### src/hw/rtl/ucs_pkg.sv
// ----------------------------------------------------------------------------
// ucs_pkg
// Shared types, character codes and helpers for the URL component splitter.
// ----------------------------------------------------------------------------
package ucs_pkg;

   // URL delimiter characters
   localparam logic [7:0] CH_COLON = 8'h3A;
   localparam logic [7:0] CH_SLASH = 8'h2F;
   localparam logic [7:0] CH_QMARK = 8'h3F;
   localparam logic [7:0] CH_HASH  = 8'h23;

   // Parse phase: which URL component the scanner is in
   typedef enum logic [3:0] {
      PH_SCHEME,
      PH_SLASH1,
      PH_SLASH2,
      PH_HOST,
      PH_PORT,
      PH_PATH,
      PH_QUERY,
      PH_FRAG,
      PH_BADSCH,
      PH_NOSLASH
   } phase_type;

   // Per-byte component tag
   typedef enum logic [2:0] {
      TAG_DELIM,
      TAG_SCHEME,
      TAG_HOST,
      TAG_PORT,
      TAG_PATH,
      TAG_QUERY,
      TAG_FRAG
   } tag_type;

   // End-of-URL status
   typedef enum logic [2:0] {
      ST_OK,
      ST_NO_COLON,
      ST_BAD_SCHEME,
      ST_NO_SLASHES,
      ST_HOST_NO_PATH,
      ST_PORT_NO_PATH
   } status_type;

   // Scanner state carried from one byte to the next
   typedef struct packed {
      phase_type phase;
      logic      scheme_bad;
   } scan_state_type;

   // ASCII letter test
   function automatic logic is_letter(input logic [7:0] c);
      return ((c >= 8'h41) && (c <= 8'h5A)) || ((c >= 8'h61) && (c <= 8'h7A));
   endfunction

   // Status reported for the phase reached on the final byte
   function automatic status_type final_status(input phase_type ph);
      status_type st;
      case (ph)
         PH_SCHEME:  st = ST_NO_COLON;
         PH_BADSCH:  st = ST_BAD_SCHEME;
         PH_SLASH1:  st = ST_NO_SLASHES;
         PH_SLASH2:  st = ST_NO_SLASHES;
         PH_NOSLASH: st = ST_NO_SLASHES;
         PH_HOST:    st = ST_HOST_NO_PATH;
         PH_PORT:    st = ST_PORT_NO_PATH;
         default:    st = ST_OK;
      endcase
      return st;
   endfunction

endpackage

### src/hw/rtl/ucs_chan_if.sv
// ----------------------------------------------------------------------------
// ucs_chan_if
// Valid/ready channels of the URL component splitter: byte in, tagged byte out.
// ----------------------------------------------------------------------------
interface ucs_req_if;
   logic       valid;
   logic       ready;
   logic [7:0] char_in;
   logic       end_of_url;

   modport source (output valid, output char_in, output end_of_url, input ready);
   modport sink   (input valid, input char_in, input end_of_url, output ready);
endinterface

interface ucs_rsp_if;
   logic       valid;
   logic       ready;
   logic [7:0] char_out;
   logic [2:0] field_tag;
   logic       is_last;
   logic [2:0] status;

   modport source (output valid, output char_out, output field_tag, output is_last,
                   output status, input ready);
   modport sink   (input valid, input char_out, input field_tag, input is_last,
                   input status, output ready);
endinterface

### src/hw/rtl/url_component_splitter_unit.sv
// ----------------------------------------------------------------------------
// url_component_splitter_unit
// Tags each URL byte as scheme, host, port, path, query, fragment or delimiter.
// ----------------------------------------------------------------------------
// Bytes of a URL arrive on req_port with end_of_url set on the final byte; each
// one comes back on rsp_port echoed with its component tag, and the final byte
// also carries a status saying which components were complete. The unit takes
// one item every clock cycle unless the result is stalled, and returns it
// through the input register and then the result register, with the parse state
// advanced as an item moves between them. After the final byte the parser
// returns to its reset state, so URLs may follow one another without a gap.
module url_component_splitter_unit (
   input logic      clock,
   input logic      reset,
   ucs_req_if.sink   req_port,
   ucs_rsp_if.source rsp_port
);

   // Input register
   logic       s1_valid_ff;
   logic [7:0] s1_char_ff;
   logic       s1_last_ff;

   // Result register
   logic       rsp_valid_ff;
   logic [7:0] rsp_char_ff;
   logic [2:0] rsp_tag_ff;
   logic       rsp_last_ff;
   logic [2:0] rsp_status_ff;

   // Parse state
   ucs_pkg::scan_state_type state_ff;
   ucs_pkg::scan_state_type state_in;
   ucs_pkg::scan_state_type step_state;
   ucs_pkg::tag_type        step_tag;
   ucs_pkg::status_type     status_in;

   logic s2_free;
   logic advance;

   // Handshake: the result register frees when empty or drained
   assign s2_free        = !rsp_valid_ff || rsp_port.ready;
   assign advance        = s1_valid_ff && s2_free;
   assign req_port.ready = !s1_valid_ff || s2_free;

   ucs_classify u_classify (
      .cur_state  (state_ff),
      .char_byte  (s1_char_ff),
      .next_state (step_state),
      .tag        (step_tag)
   );

   // Status on the final byte, reset the parser after it
   always_comb begin
      status_in = s1_last_ff ? ucs_pkg::final_status(step_state.phase) : ucs_pkg::ST_OK;
      if (s1_last_ff) begin
         state_in.phase      = ucs_pkg::PH_SCHEME;
         state_in.scheme_bad = 1'b0;
      end else begin
         state_in = step_state;
      end
   end

   // Advance the two-stage pipe
   always_ff @(posedge clock) begin
      if (reset) begin
         s1_valid_ff         <= 1'b0;
         rsp_valid_ff        <= 1'b0;
         state_ff.phase      <= ucs_pkg::PH_SCHEME;
         state_ff.scheme_bad <= 1'b0;
      end else begin
         if (req_port.ready) begin
            s1_valid_ff <= req_port.valid;
         end
         if (s2_free) begin
            rsp_valid_ff <= s1_valid_ff;
         end
         if (advance) begin
            state_ff <= state_in;
         end
      end
      if (req_port.valid && req_port.ready) begin
         s1_char_ff <= req_port.char_in;
         s1_last_ff <= req_port.end_of_url;
      end
      if (advance) begin
         rsp_char_ff   <= s1_char_ff;
         rsp_tag_ff    <= step_tag;
         rsp_last_ff   <= s1_last_ff;
         rsp_status_ff <= status_in;
      end
   end

   assign rsp_port.valid     = rsp_valid_ff;
   assign rsp_port.char_out  = rsp_char_ff;
   assign rsp_port.field_tag = rsp_tag_ff;
   assign rsp_port.is_last   = rsp_last_ff;
   assign rsp_port.status    = rsp_status_ff;

   // Status is only nonzero on the final byte
   assert property (@(posedge clock) disable iff (reset)
      rsp_valid_ff && !rsp_last_ff |-> rsp_status_ff == ucs_pkg::ST_OK)
      else $error("status set on a non-final item");

   // Parser is back at the scheme phase after a final byte passes
   assert property (@(posedge clock) disable iff (reset)
      advance && s1_last_ff |=> state_ff.phase == ucs_pkg::PH_SCHEME && !state_ff.scheme_bad)
      else $error("parser not reset after final item");

   // A stalled result blocks the input register from advancing
   assert property (@(posedge clock) disable iff (reset)
      rsp_valid_ff && !rsp_port.ready |-> !advance)
      else $error("item advanced over a stalled result");

   // An empty input register always takes a new item
   assert property (@(posedge clock) disable iff (reset)
      !s1_valid_ff |-> req_port.ready)
      else $error("input stalled while empty");

   // Parse state only moves when an item advances
   assert property (@(posedge clock) disable iff (reset)
      !advance |=> $stable(state_ff))
      else $error("parse state changed without an item");

endmodule

### src/hw/rtl/ucs_classify.sv
// ----------------------------------------------------------------------------
// ucs_classify
// Combinational byte classifier: tags one byte and computes the next state.
// ----------------------------------------------------------------------------
module ucs_classify (
   input  ucs_pkg::scan_state_type cur_state,
   input  logic [7:0]              char_byte,
   output ucs_pkg::scan_state_type next_state,
   output ucs_pkg::tag_type        tag
);

   // Walk the URL grammar one byte at a time
   always_comb begin
      next_state = cur_state;
      tag        = ucs_pkg::TAG_DELIM;
      case (cur_state.phase)
         ucs_pkg::PH_SCHEME: begin
            if (char_byte == ucs_pkg::CH_COLON) begin
               next_state.phase = cur_state.scheme_bad ? ucs_pkg::PH_BADSCH
                                                       : ucs_pkg::PH_SLASH1;
            end else begin
               if (!ucs_pkg::is_letter(char_byte)) begin
                  next_state.scheme_bad = 1'b1;
               end
               tag = ucs_pkg::TAG_SCHEME;
            end
         end
         ucs_pkg::PH_SLASH1: begin
            next_state.phase = (char_byte == ucs_pkg::CH_SLASH) ? ucs_pkg::PH_SLASH2
                                                                 : ucs_pkg::PH_NOSLASH;
         end
         ucs_pkg::PH_SLASH2: begin
            next_state.phase = (char_byte == ucs_pkg::CH_SLASH) ? ucs_pkg::PH_HOST
                                                                 : ucs_pkg::PH_NOSLASH;
         end
         ucs_pkg::PH_HOST: begin
            if (char_byte == ucs_pkg::CH_COLON) begin
               next_state.phase = ucs_pkg::PH_PORT;
            end else if (char_byte == ucs_pkg::CH_SLASH) begin
               next_state.phase = ucs_pkg::PH_PATH;
            end else begin
               tag = ucs_pkg::TAG_HOST;
            end
         end
         ucs_pkg::PH_PORT: begin
            if (char_byte == ucs_pkg::CH_SLASH) begin
               next_state.phase = ucs_pkg::PH_PATH;
            end else begin
               tag = ucs_pkg::TAG_PORT;
            end
         end
         ucs_pkg::PH_PATH: begin
            if (char_byte == ucs_pkg::CH_QMARK) begin
               next_state.phase = ucs_pkg::PH_QUERY;
            end else if (char_byte == ucs_pkg::CH_HASH) begin
               next_state.phase = ucs_pkg::PH_FRAG;
            end else begin
               tag = ucs_pkg::TAG_PATH;
            end
         end
         ucs_pkg::PH_QUERY: begin
            if (char_byte == ucs_pkg::CH_HASH) begin
               next_state.phase = ucs_pkg::PH_FRAG;
            end else begin
               tag = ucs_pkg::TAG_QUERY;
            end
         end
         ucs_pkg::PH_FRAG: begin
            tag = ucs_pkg::TAG_FRAG;
         end
         ucs_pkg::PH_BADSCH,
         ucs_pkg::PH_NOSLASH: begin
            next_state.phase = cur_state.phase;
         end
         default: begin
            next_state.phase = ucs_pkg::PH_NOSLASH;
         end
      endcase
   end

endmodule
### src/flat_wrapper.sv
// flat-port wrapper written by rule: the top's interface ports become plain ports
module url_component_splitter_unit_flat 
  (clock, reset, req_port_valid, req_port_char_in, req_port_end_of_url, req_port_ready, rsp_port_valid, rsp_port_char_out, rsp_port_field_tag, rsp_port_is_last, rsp_port_status, rsp_port_ready);
  ucs_req_if req_port_i ();
  ucs_rsp_if rsp_port_i ();
  input logic clock;
  input logic reset;
  input wire logic [$bits(req_port_i.valid)-1:0] req_port_valid;
  input wire logic [$bits(req_port_i.char_in)-1:0] req_port_char_in;
  input wire logic [$bits(req_port_i.end_of_url)-1:0] req_port_end_of_url;
  output wire logic [$bits(req_port_i.ready)-1:0] req_port_ready;
  output wire logic [$bits(rsp_port_i.valid)-1:0] rsp_port_valid;
  output wire logic [$bits(rsp_port_i.char_out)-1:0] rsp_port_char_out;
  output wire logic [$bits(rsp_port_i.field_tag)-1:0] rsp_port_field_tag;
  output wire logic [$bits(rsp_port_i.is_last)-1:0] rsp_port_is_last;
  output wire logic [$bits(rsp_port_i.status)-1:0] rsp_port_status;
  input wire logic [$bits(rsp_port_i.ready)-1:0] rsp_port_ready;
  assign req_port_i.valid = req_port_valid;
  assign req_port_i.char_in = req_port_char_in;
  assign req_port_i.end_of_url = req_port_end_of_url;
  assign req_port_ready = req_port_i.ready;
  assign rsp_port_valid = rsp_port_i.valid;
  assign rsp_port_char_out = rsp_port_i.char_out;
  assign rsp_port_field_tag = rsp_port_i.field_tag;
  assign rsp_port_is_last = rsp_port_i.is_last;
  assign rsp_port_status = rsp_port_i.status;
  assign rsp_port_i.ready = rsp_port_ready;
  url_component_splitter_unit u_core (.clock(clock), .reset(reset), .req_port(req_port_i), .rsp_port(rsp_port_i));
endmodule
### config.mk
export PLATFORM = sky130hd
export DESIGN_NAME = url_component_splitter_unit_flat
export DESIGN_NICKNAME = d
export VERILOG_FILES = /design/src/hw/rtl/ucs_pkg.sv /design/src/hw/rtl/ucs_chan_if.sv /design/src/hw/rtl/url_component_splitter_unit.sv /design/src/hw/rtl/ucs_classify.sv /design/src/flat_wrapper.sv
export SDC_FILE = /design/constraint.sdc
export NUM_CORES = 1
export LEC_CHECK = 0
export ABC_AREA = 1
export BUFFER_PORTS_ARGS = -buffer_cell sky130_fd_sc_hd__buf_2
export CAP_MARGIN = 20
export CORE_AREA = 4 4 61 63
export CTS_CLUSTER_DIAMETER = 150
export DETAILED_ROUTE_END_ITERATION = 12
export DIE_AREA = 0 0 65 67
export HOLD_SLACK_MARGIN = 0.03
export PLACE_DENSITY = 0.84
export SYNTH_ARGS = -nofsm -noshare
export SYNTH_HDL_FRONTEND = slang
export SYNTH_SLANG_ARGS = --single-unit
### constraint.sdc
create_clock -name clock -period 2 [get_ports clock]
set_input_delay 0.4 -clock clock [delete_from_list [all_inputs] [get_ports clock]]
set_output_delay 0.4 -clock clock [all_outputs]
set_load 0.02 [all_outputs]
Yosys cells after proc, flatten, opt, wreduce, memory -nomap -nowiden
Index checks and enable logic that the tools add are counted.
- register bits: 31
- latch bits: 0
- memory bits (writable): 0
- bits in read-only memories: 0
- logic and storage cells: 72
- memories kept: 0
- add/subtract/negate cells: 0
- multiply operators: 0
- div/mod/pow operators: 0
- magnitude comparators: 4
- eq/ne operators: 21
- shifts and indexed selects: 0
- muxes and demuxes: 22
- bitwise logic cells: 0
- reductions and logical operators: 15
- operators by type and width (cell ; number):
    $eq 8x6->1 const B ; 4
    $mux 4 ; 8
    $pmux 4 s8 ; 1
    $eq 4x3->1 const B ; 5
    $pmux 3 s6 ; 1
    $eq 4x2->1 const B ; 4
    $eq 4x4->1 const B ; 4
    $ge 8x7->1 const B ; 2
    $le 8x7->1 const B ; 2
    $pmux 3 s5 ; 1
    $mux 3 ; 3
    $eq 4x1->1 const B ; 2
    $logic_not 4->1 ; 2
    $mux 2 ; 3
    $reduce_or 3->1 ; 2
    $mux 5 ; 1
    $logic_and 1x1->1 ; 4
    $mux 1 ; 4
    $ne 2x1->1 const B ; 2
    $reduce_and 4->1 ; 1
    $logic_or 1x1->1 ; 3
    $logic_not 1->1 ; 2
    $reduce_bool 2->1 ; 1

Longest topological paths before layout
Gate-level depths: netlist of the first run.
- word-level depth: 7
- depth in mapped cells: 13

Cells and area by module
A second synthesis of the first run with hierarchy kept.
- cell total of the unflattened synthesis: 180
- area total of the unflattened synthesis: 1507.7 um^2
- modules (own cells, without submodules) (module ; times used ; cells an instance ; area each (um^2)):
    url_component_splitter_unit ; 1 ; 82 ; 1073.5
    ucs_classify ; 1 ; 98 ; 434.2

Worst setup path before layout of the first run
No wires, ideal clock.
- kind: reg2reg
- from: register u_core.s1_char_ff[7]
- to: register u_core.rsp_status_ff[0] (netlist: u_core.rsp_port.status[0]) (data pin)
- arrival time: 1.298 ns
- data required time: 1.743 ns
- slack: 0.445 ns
- stages on the path, launching flop included: 11
- path buffers: 0
- period minus slack after synthesis: 1.555 ns
- cells stage by stage: edfxtp_1 > inv_2 > nand2_2 > nor2_2 > nand2_2 > inv_1 > nand2_1 > nand4_4 > nand2_1 > nand3_1 > a21oi_1
- word-level cells in the longest chain between the ends: 7
- elaborated cells between the ends (all ways): 21
- those cells by class: eq/ne (10); mux (9); reduce/logical (2)
- RTL lines (item ; line ; text):
    from (decl) ; url_component_splitter_unit.sv:21 ; logic [7:0] s1_char_ff;
    from (signal assigned) ; url_component_splitter_unit.sv:83 ; s1_char_ff <= req_port.char_in;
    $eq 8x6->1 (on tied branches) ; n/a ;
    $mux 4 (on tied branches) ; n/a ;
    $mux 4 (on tied branches) ; ucs_classify.sv:53, ucs_classify.sv:37 ;
    $pmux 4 s8 (*) ; ucs_classify.sv:16 ; case (cur_state.phase)
    $eq 4x1->1 (tied with other cells) ; ucs_pkg.sv:62 ; case (ph)
    $reduce_or 3->1 (no line) ; n/a ;
    $pmux 3 s5 (*) ; ucs_pkg.sv:62 ;
    to (signal assigned) ; url_component_splitter_unit.sv:90 ; rsp_status_ff <= status_in;
    to (decl) ; url_component_splitter_unit.sv:29 ; logic [2:0] rsp_status_ff;
Every way passes the cells marked *; elsewhere a longest branch is shown, timed or not.
A chain may end at the register's enable or synchronous reset.

Worst setup path in the final report of the first run
- from: register u_core.s1_char_ff[6]
- to: register u_core.rsp_status_ff[0] (netlist: u_core.rsp_port.status[0]) (data pin)
Same word-level chain as after synthesis.

==> metrics.txt, run 1 <==
status complete, no violations; register share of total power 0.508; post-CTS sizing 0; first-pass GRT wire length 5190 um; Avg Cell Area, Syn 8.46 um^2; CP startpoint kind flip-flop; drt wl/cell 11.4 um; fin util 0.601; minimum clock period 1750 ps; total chip power 1460 uW; Via Count 1,370; detailed placer's ending HPWL 2460 um; Layout fillers 279; area grow syn2layout 19.0%; pin count of the biggest net entering global routing 15; max-slew violation count 0; Max Root-Sink Buffers 2; Slew headroom 0.760; setup tns final 0 ps; fin crit share 0.875; Crit. End Element flip-flop; Fin. Hold Viols 0; Ys Warns 0; Gate Count Post-Synth 193; most common cell after layout, fill and taps aside nand2_1; initial antenna violation count 0; clk_lat worst skew 350 ps; postcts setup bufs 0; TritonCTS Buffers 5; Leak Pwr 0.000930 uW; Clk pwr share 0.425; synth unique cells 22; Post-CTS Hold Buffers 0; ant diodes 0; Net Switching 318 uW; max-cap viol count 0; PortBufs 29; Post-Syn Area 0.00163 mm^2; arrival time worst endpoint 1860 ps; Total Routing Usage GR 0.162; full die area 0.00436 mm^2; Final nets 242; H-tree depth 2; maximum vdd drop 0.380 mV; WL final 3140 um; most frequent cells in the layout nand2_1, buf_2, inv_1; Core Rows 21; PD cells 753 mW/mm^2; Sw Share 0.217; Yosys reg bits 31; register area share after synthesis 0.527; starting density of the core 0.505; CTS tree done; Post-Syn Nets 206; Least-Margin Pin Slew 359 ps; fmax 572 MHz; critical-path maximum fanout 5; GR Overflow Total 0; clk slew on worst S/H paths 100 ps; gpl congestion 0.901; RSZ-0062 raised after global routing no; Setup Skew 8.92 ps; drt pass-1 iters 4; CTS root buf clkbuf_4; Sink Count 31; DRT antenna net count 0; Die Y 67 um; Core ar. 0.00323 mm^2; number of I/O pins 30; vias in the first global route 1,190; Hold Path Class input pin to flip-flop; Logic pwr share 0.068; final number of setup-violating endpoints 0; drt drc 0; cell-internal power 1150 uW; crit path kind flip-flop to flip-flop; 1st-iter DRT viols 50; share of cells above drive strength 1 0.265; WP data required 2110 ps; die width 65 um; Vias/cell 4.96; worst hold slack 222 ps
## per-stage QoR
stage | instance area, um^2 | setup slack (ps) | cells
after floorplan | 1630 | 445 | 193
final | 1940 | 251 | 276
after global placement | 1840 | 319 | 268
after detailed placement | 1840 | 254 | 268
after global routing | 1940 | 35.5 | 276
after CTS | 1940 | 246 | 276
## power by group through the flow
stage | Combinational, uW | Clock (uW) | Sequential, uW
after detailed placement | 99.5 | 0 | 757
after global placement | 97.5 | 0 | 756
after CTS | 99.9 | 626 | 742
after global routing | 110 | 660 | 746
after floorplan | 45.7 | 0 | 771
final | 99.0 | 622 | 743
## cell type report
class,instances,area (um^2),area share
multi-input cells,130,651,0.335
clock buffers,5,37.5,0.0193
inverters,31,116,0.0599
repair buffers,30,153,0.0786
clock inverters,3,67.6,0.0348
flip-flops and latches,31,861,0.443
well taps,46,57.6,0.0296
## cells by family (layout without fill, tap and decap cells)
kind of cell           after synthesis  count (layout)  synth area share
buffers and inverters               32              69            0.0743
flip-flops                          31              31             0.527
AND/OR/NAND/NOR                    107             107             0.320
AO/OA/AOI/OAI                       23              23            0.0782
## Yosys cell counts, drive strengths merged
cell type	number	area share
a211oi	1	0.0046
nor3	3	0.0092
o21ai	6	0.018
o21bai	1	0.0046
nand4	2	0.017
nor4	1	0.0038
nand3	14	0.052
o211ai	3	0.014
edfxtp	24	0.44
inv	31	0.071
buf	1	0.0031
nand2	60	0.15
dfxtp	7	0.086
nor2	27	0.084
a21oi	12	0.037
## worst paths after layout
check | cells after the start | slack [ps] | start | endpoint
setup / recovery | 10 | 250 | u_core.s1_char_ff[6] | u_core.rsp_port.status[0]
setup reg to reg | 10 | 250 | u_core.s1_char_ff[6] | u_core.rsp_port.status[0]
hold reg to reg | 2 | 480 | u_core.state_ff[0] | u_core.state_ff[0]
hold / removal | 1 | 220 | req_port_end_of_url | u_core.s1_last_ff
## state kept, by name (all words and copies together), names as in the netlist
name                       flops
u_core.rsp_port.char_out       8
u_core.s1_char_ff              8
u_core.state_ff                5
u_core.rsp_port.field_tag      3
u_core.rsp_port.status         3
u_core.rsp_port.is_last        1
u_core.rsp_port.valid          1
u_core.s1_last_ff              1
u_core.s1_valid_ff             1
## worst max-delay path, cell delays in order (launching register included)
cell,delay (ps)
edfxtp_1,460
inv_1,130
nand2_2,90
nor2_2,170
nand2_1,120
nand2_1,90
nand2_1,100
nand4_4,110
nand2_1,70
nand3_1,100
a21oi_1,80
## metal layers
| metal | GRT usage | share of wire | up-vias |
|---|---|---|---|
| met5 | 0 | 0 | - |
| met4 | 0.0844 | 0.033 | 0 |
| met3 | 0.0590 | 0.10 | 13 |
| met2 | 0.250 | 0.44 | 72 |
| met1 | 0.197 | 0.42 | 584 |
| li1 | - | - | 701 |
Note: power is estimated with default switching activity, not from simulation.
==> run 2: changes to the inputs <==
--- a/config.mk
+++ b/config.mk
@@ -8,12 +8,12 @@
 export ABC_AREA = 1
 export BUFFER_PORTS_ARGS = -buffer_cell sky130_fd_sc_hd__buf_2
 export CAP_MARGIN = 20
-export CORE_AREA = 4 4 61 63
+export CORE_AREA = 4 4 60 62
 export CTS_CLUSTER_DIAMETER = 150
 export DETAILED_ROUTE_END_ITERATION = 12
-export DIE_AREA = 0 0 65 67
+export DIE_AREA = 0 0 64 66
 export HOLD_SLACK_MARGIN = 0.03
-export PLACE_DENSITY = 0.84
+export PLACE_DENSITY = 0.87
 export SYNTH_ARGS = -nofsm -noshare
 export SYNTH_HDL_FRONTEND = slang
 export SYNTH_SLANG_ARGS = --single-unit
==> run 2 against run 1 <==
  * Sequential share of layout area grew 1.1 points
  * Combinational power shrank 0.7%
  * Critical path type unchanged
  * Sequential power is essentially flat
==> metrics.txt, run 2 (synthesis results as in run 1) <==
fin crit share 0.878 (+0.00351); DR top layer met4; PD cells 625 mW/mm^2 (-17%); CTS root buf clkbuf_4; die width 64 um (-1.5%); Setup Skew 3.79 ps (-5.13 ps); Core ar. 0.00303 mm^2 (-6.3%); GR Overflow Total 0 (unchanged); drt drc 0 (unchanged); register share of total power 0.627 (+0.119); ant diodes 0 (unchanged); crit path kind flip-flop to flip-flop; starting density of the core 0.539 (+0.0340); cell-internal power 892 uW (-22%); clk_lat worst skew 330 ps (-20 ps); Crit. End Element flip-flop; Logic pwr share 0.083 (+0.015); Via Count 1,344 (-1.9%); Clk pwr share 0.290 (-0.135); max-slew violation count 0 (unchanged); max-cap viol count 0 (unchanged); routed wl met2 1460 um (+5.9%); Sw Share 0.247 (+0.0300); most frequent cells in the layout nand2_1, buf_2, inv_1; Slew headroom 0.775 (+0.0148); setup tns final 0 ps (unchanged); most common cell after layout, fill and taps aside nand2_1; first-pass GRT wire length 5130 um (-1.2%); Post-CTS Hold Buffers 0 (unchanged); postcts setup bufs 0 (unchanged); drt pass-1 iters 4 (unchanged); initial antenna violation count 0 (unchanged); DRT antenna net count 0 (unchanged); arrival time worst endpoint 1850 ps (about the same); drt wl/cell 11.4 um (+0.68%); Placed Instances 267 (-0.37%); gpl congestion 0.939 (+4.3%); fin util 0.626 (+0.0252); maximum vdd drop 0.464 mV (+22%); Net Switching 293 uW (-7.8%); TritonCTS Buffers 5 (unchanged); minimum clock period 1760 ps (+7.02 ps); WL final 3150 um (+0.32%); PortBufs 29 (unchanged); Metal-1 WL 1440 um (+8.3%); Core Rows 20 (-4.8%); Max Root-Sink Buffers 2 (unchanged); Hold Path Class input pin to flip-flop; detailed placer's ending HPWL 2490 um (+1.3%); Final nets 243 (+0.41%); H-tree depth 2 (unchanged); fmax 569 MHz (-0.40%); RSZ-0062 raised after global routing no; area grow syn2layout 16.2%; Leak Pwr 0.000912 uW (-1.9%); final number of setup-violating endpoints 0 (unchanged); total chip power 1190 uW (-19%); status complete, no violations; 1st-iter DRT viols 47 (-6.0%); Vias/cell 4.89 (-1.5%); number of I/O pins 30 (unchanged); vias in the first global route 1,176 (-1.2%); Sink Count 31 (unchanged); CTS tree done; WP data required 2090 ps (-20 ps); Least-Margin Pin Slew 337 ps (-22.1 ps); clk slew on worst S/H paths 90 ps (about the same); CP startpoint kind flip-flop; Final Non-Filler Cells 275 (-0.36%); Fin. Hold Viols 0 (unchanged); Total Routing Usage GR 0.160 (-0.00238); pin count of the biggest net entering global routing 16 (+1); Die Y 66 um (-1.5%); critical-path maximum fanout 6 (+1); full die area 0.00422 mm^2 (-3.0%); share of cells above drive strength 1 0.264 (-0.00115); post-CTS sizing 0 (unchanged); routed wl met3 207 um (-37%)
[run 2: final cells by class]
type / instances / area, um^2
fill: 273 / 1130
sequential: 31 / 861
multi-input combinational: 130 / 651
timing repair buffer: 31 / 160
inverter: 31 / 116
tap: 44 / 55.1
clock buffer: 6 / 41.3
clock inverter: 2 / 12.5
[run 2: critical path, cell delays in order (launching register included)]
cell and delay, ps:
edfxtp_1 500, inv_1 90, nand2_1 60, nor2_2 190, nand2_2 130, inv_1 70
nand2_1 100, nand4_4 140, nand2_1 60, nand3_1 100, a21oi_1 80
[run 2: worst paths after layout]
| check | startpoint | endpoint | cells after the start | slack (ps) |
|---|---|---|---|---|
| worst max-delay path | u_core.s1_char_ff[4] | u_core.rsp_port.status[1] | 10 | 240 |
| worst min-delay path | req_port_char_in[2] | u_core.s1_char_ff[2] | 1 | 240 |
| worst max register to register | u_core.s1_char_ff[4] | u_core.rsp_port.status[1] | 10 | 240 |
| worst min register to register | u_core.state_ff[0] | u_core.state_ff[0] | 2 | 480 |
[run 2: stage by stage]
| stage | area (um^2) | hold WS, ps | setup slack (ps) |
|---|---|---|---|
| detailed placement | 1840 | 462 | 273 |
| global route | 1900 | 218 | 68.8 |
| CTS | 1900 | 226 | 260 |
| finish | 1900 | 239 | 244 |
| global placement | 1840 | 461 | 303 |
| floorplan | 1630 | 443 | 445 |
[run 2: per-layer routing]
metal / vias to the layer above / GRT usage
met5: - / 0
met1: 597 / 0.198
met3: 3 / 0.0459
met4: 0 / 0.0809
met2: 41 / 0.253
li1: 703 / -
[run 2: power by group through the flow]
stage	registers, uW	logic, uW	clock network, uW
global placement	757	97.1	0
floorplan	771	45.7	0
detailed placement	758	99.5	0
CTS	743	99.7	355
finish	743	98.3	344
global route	748	109	383
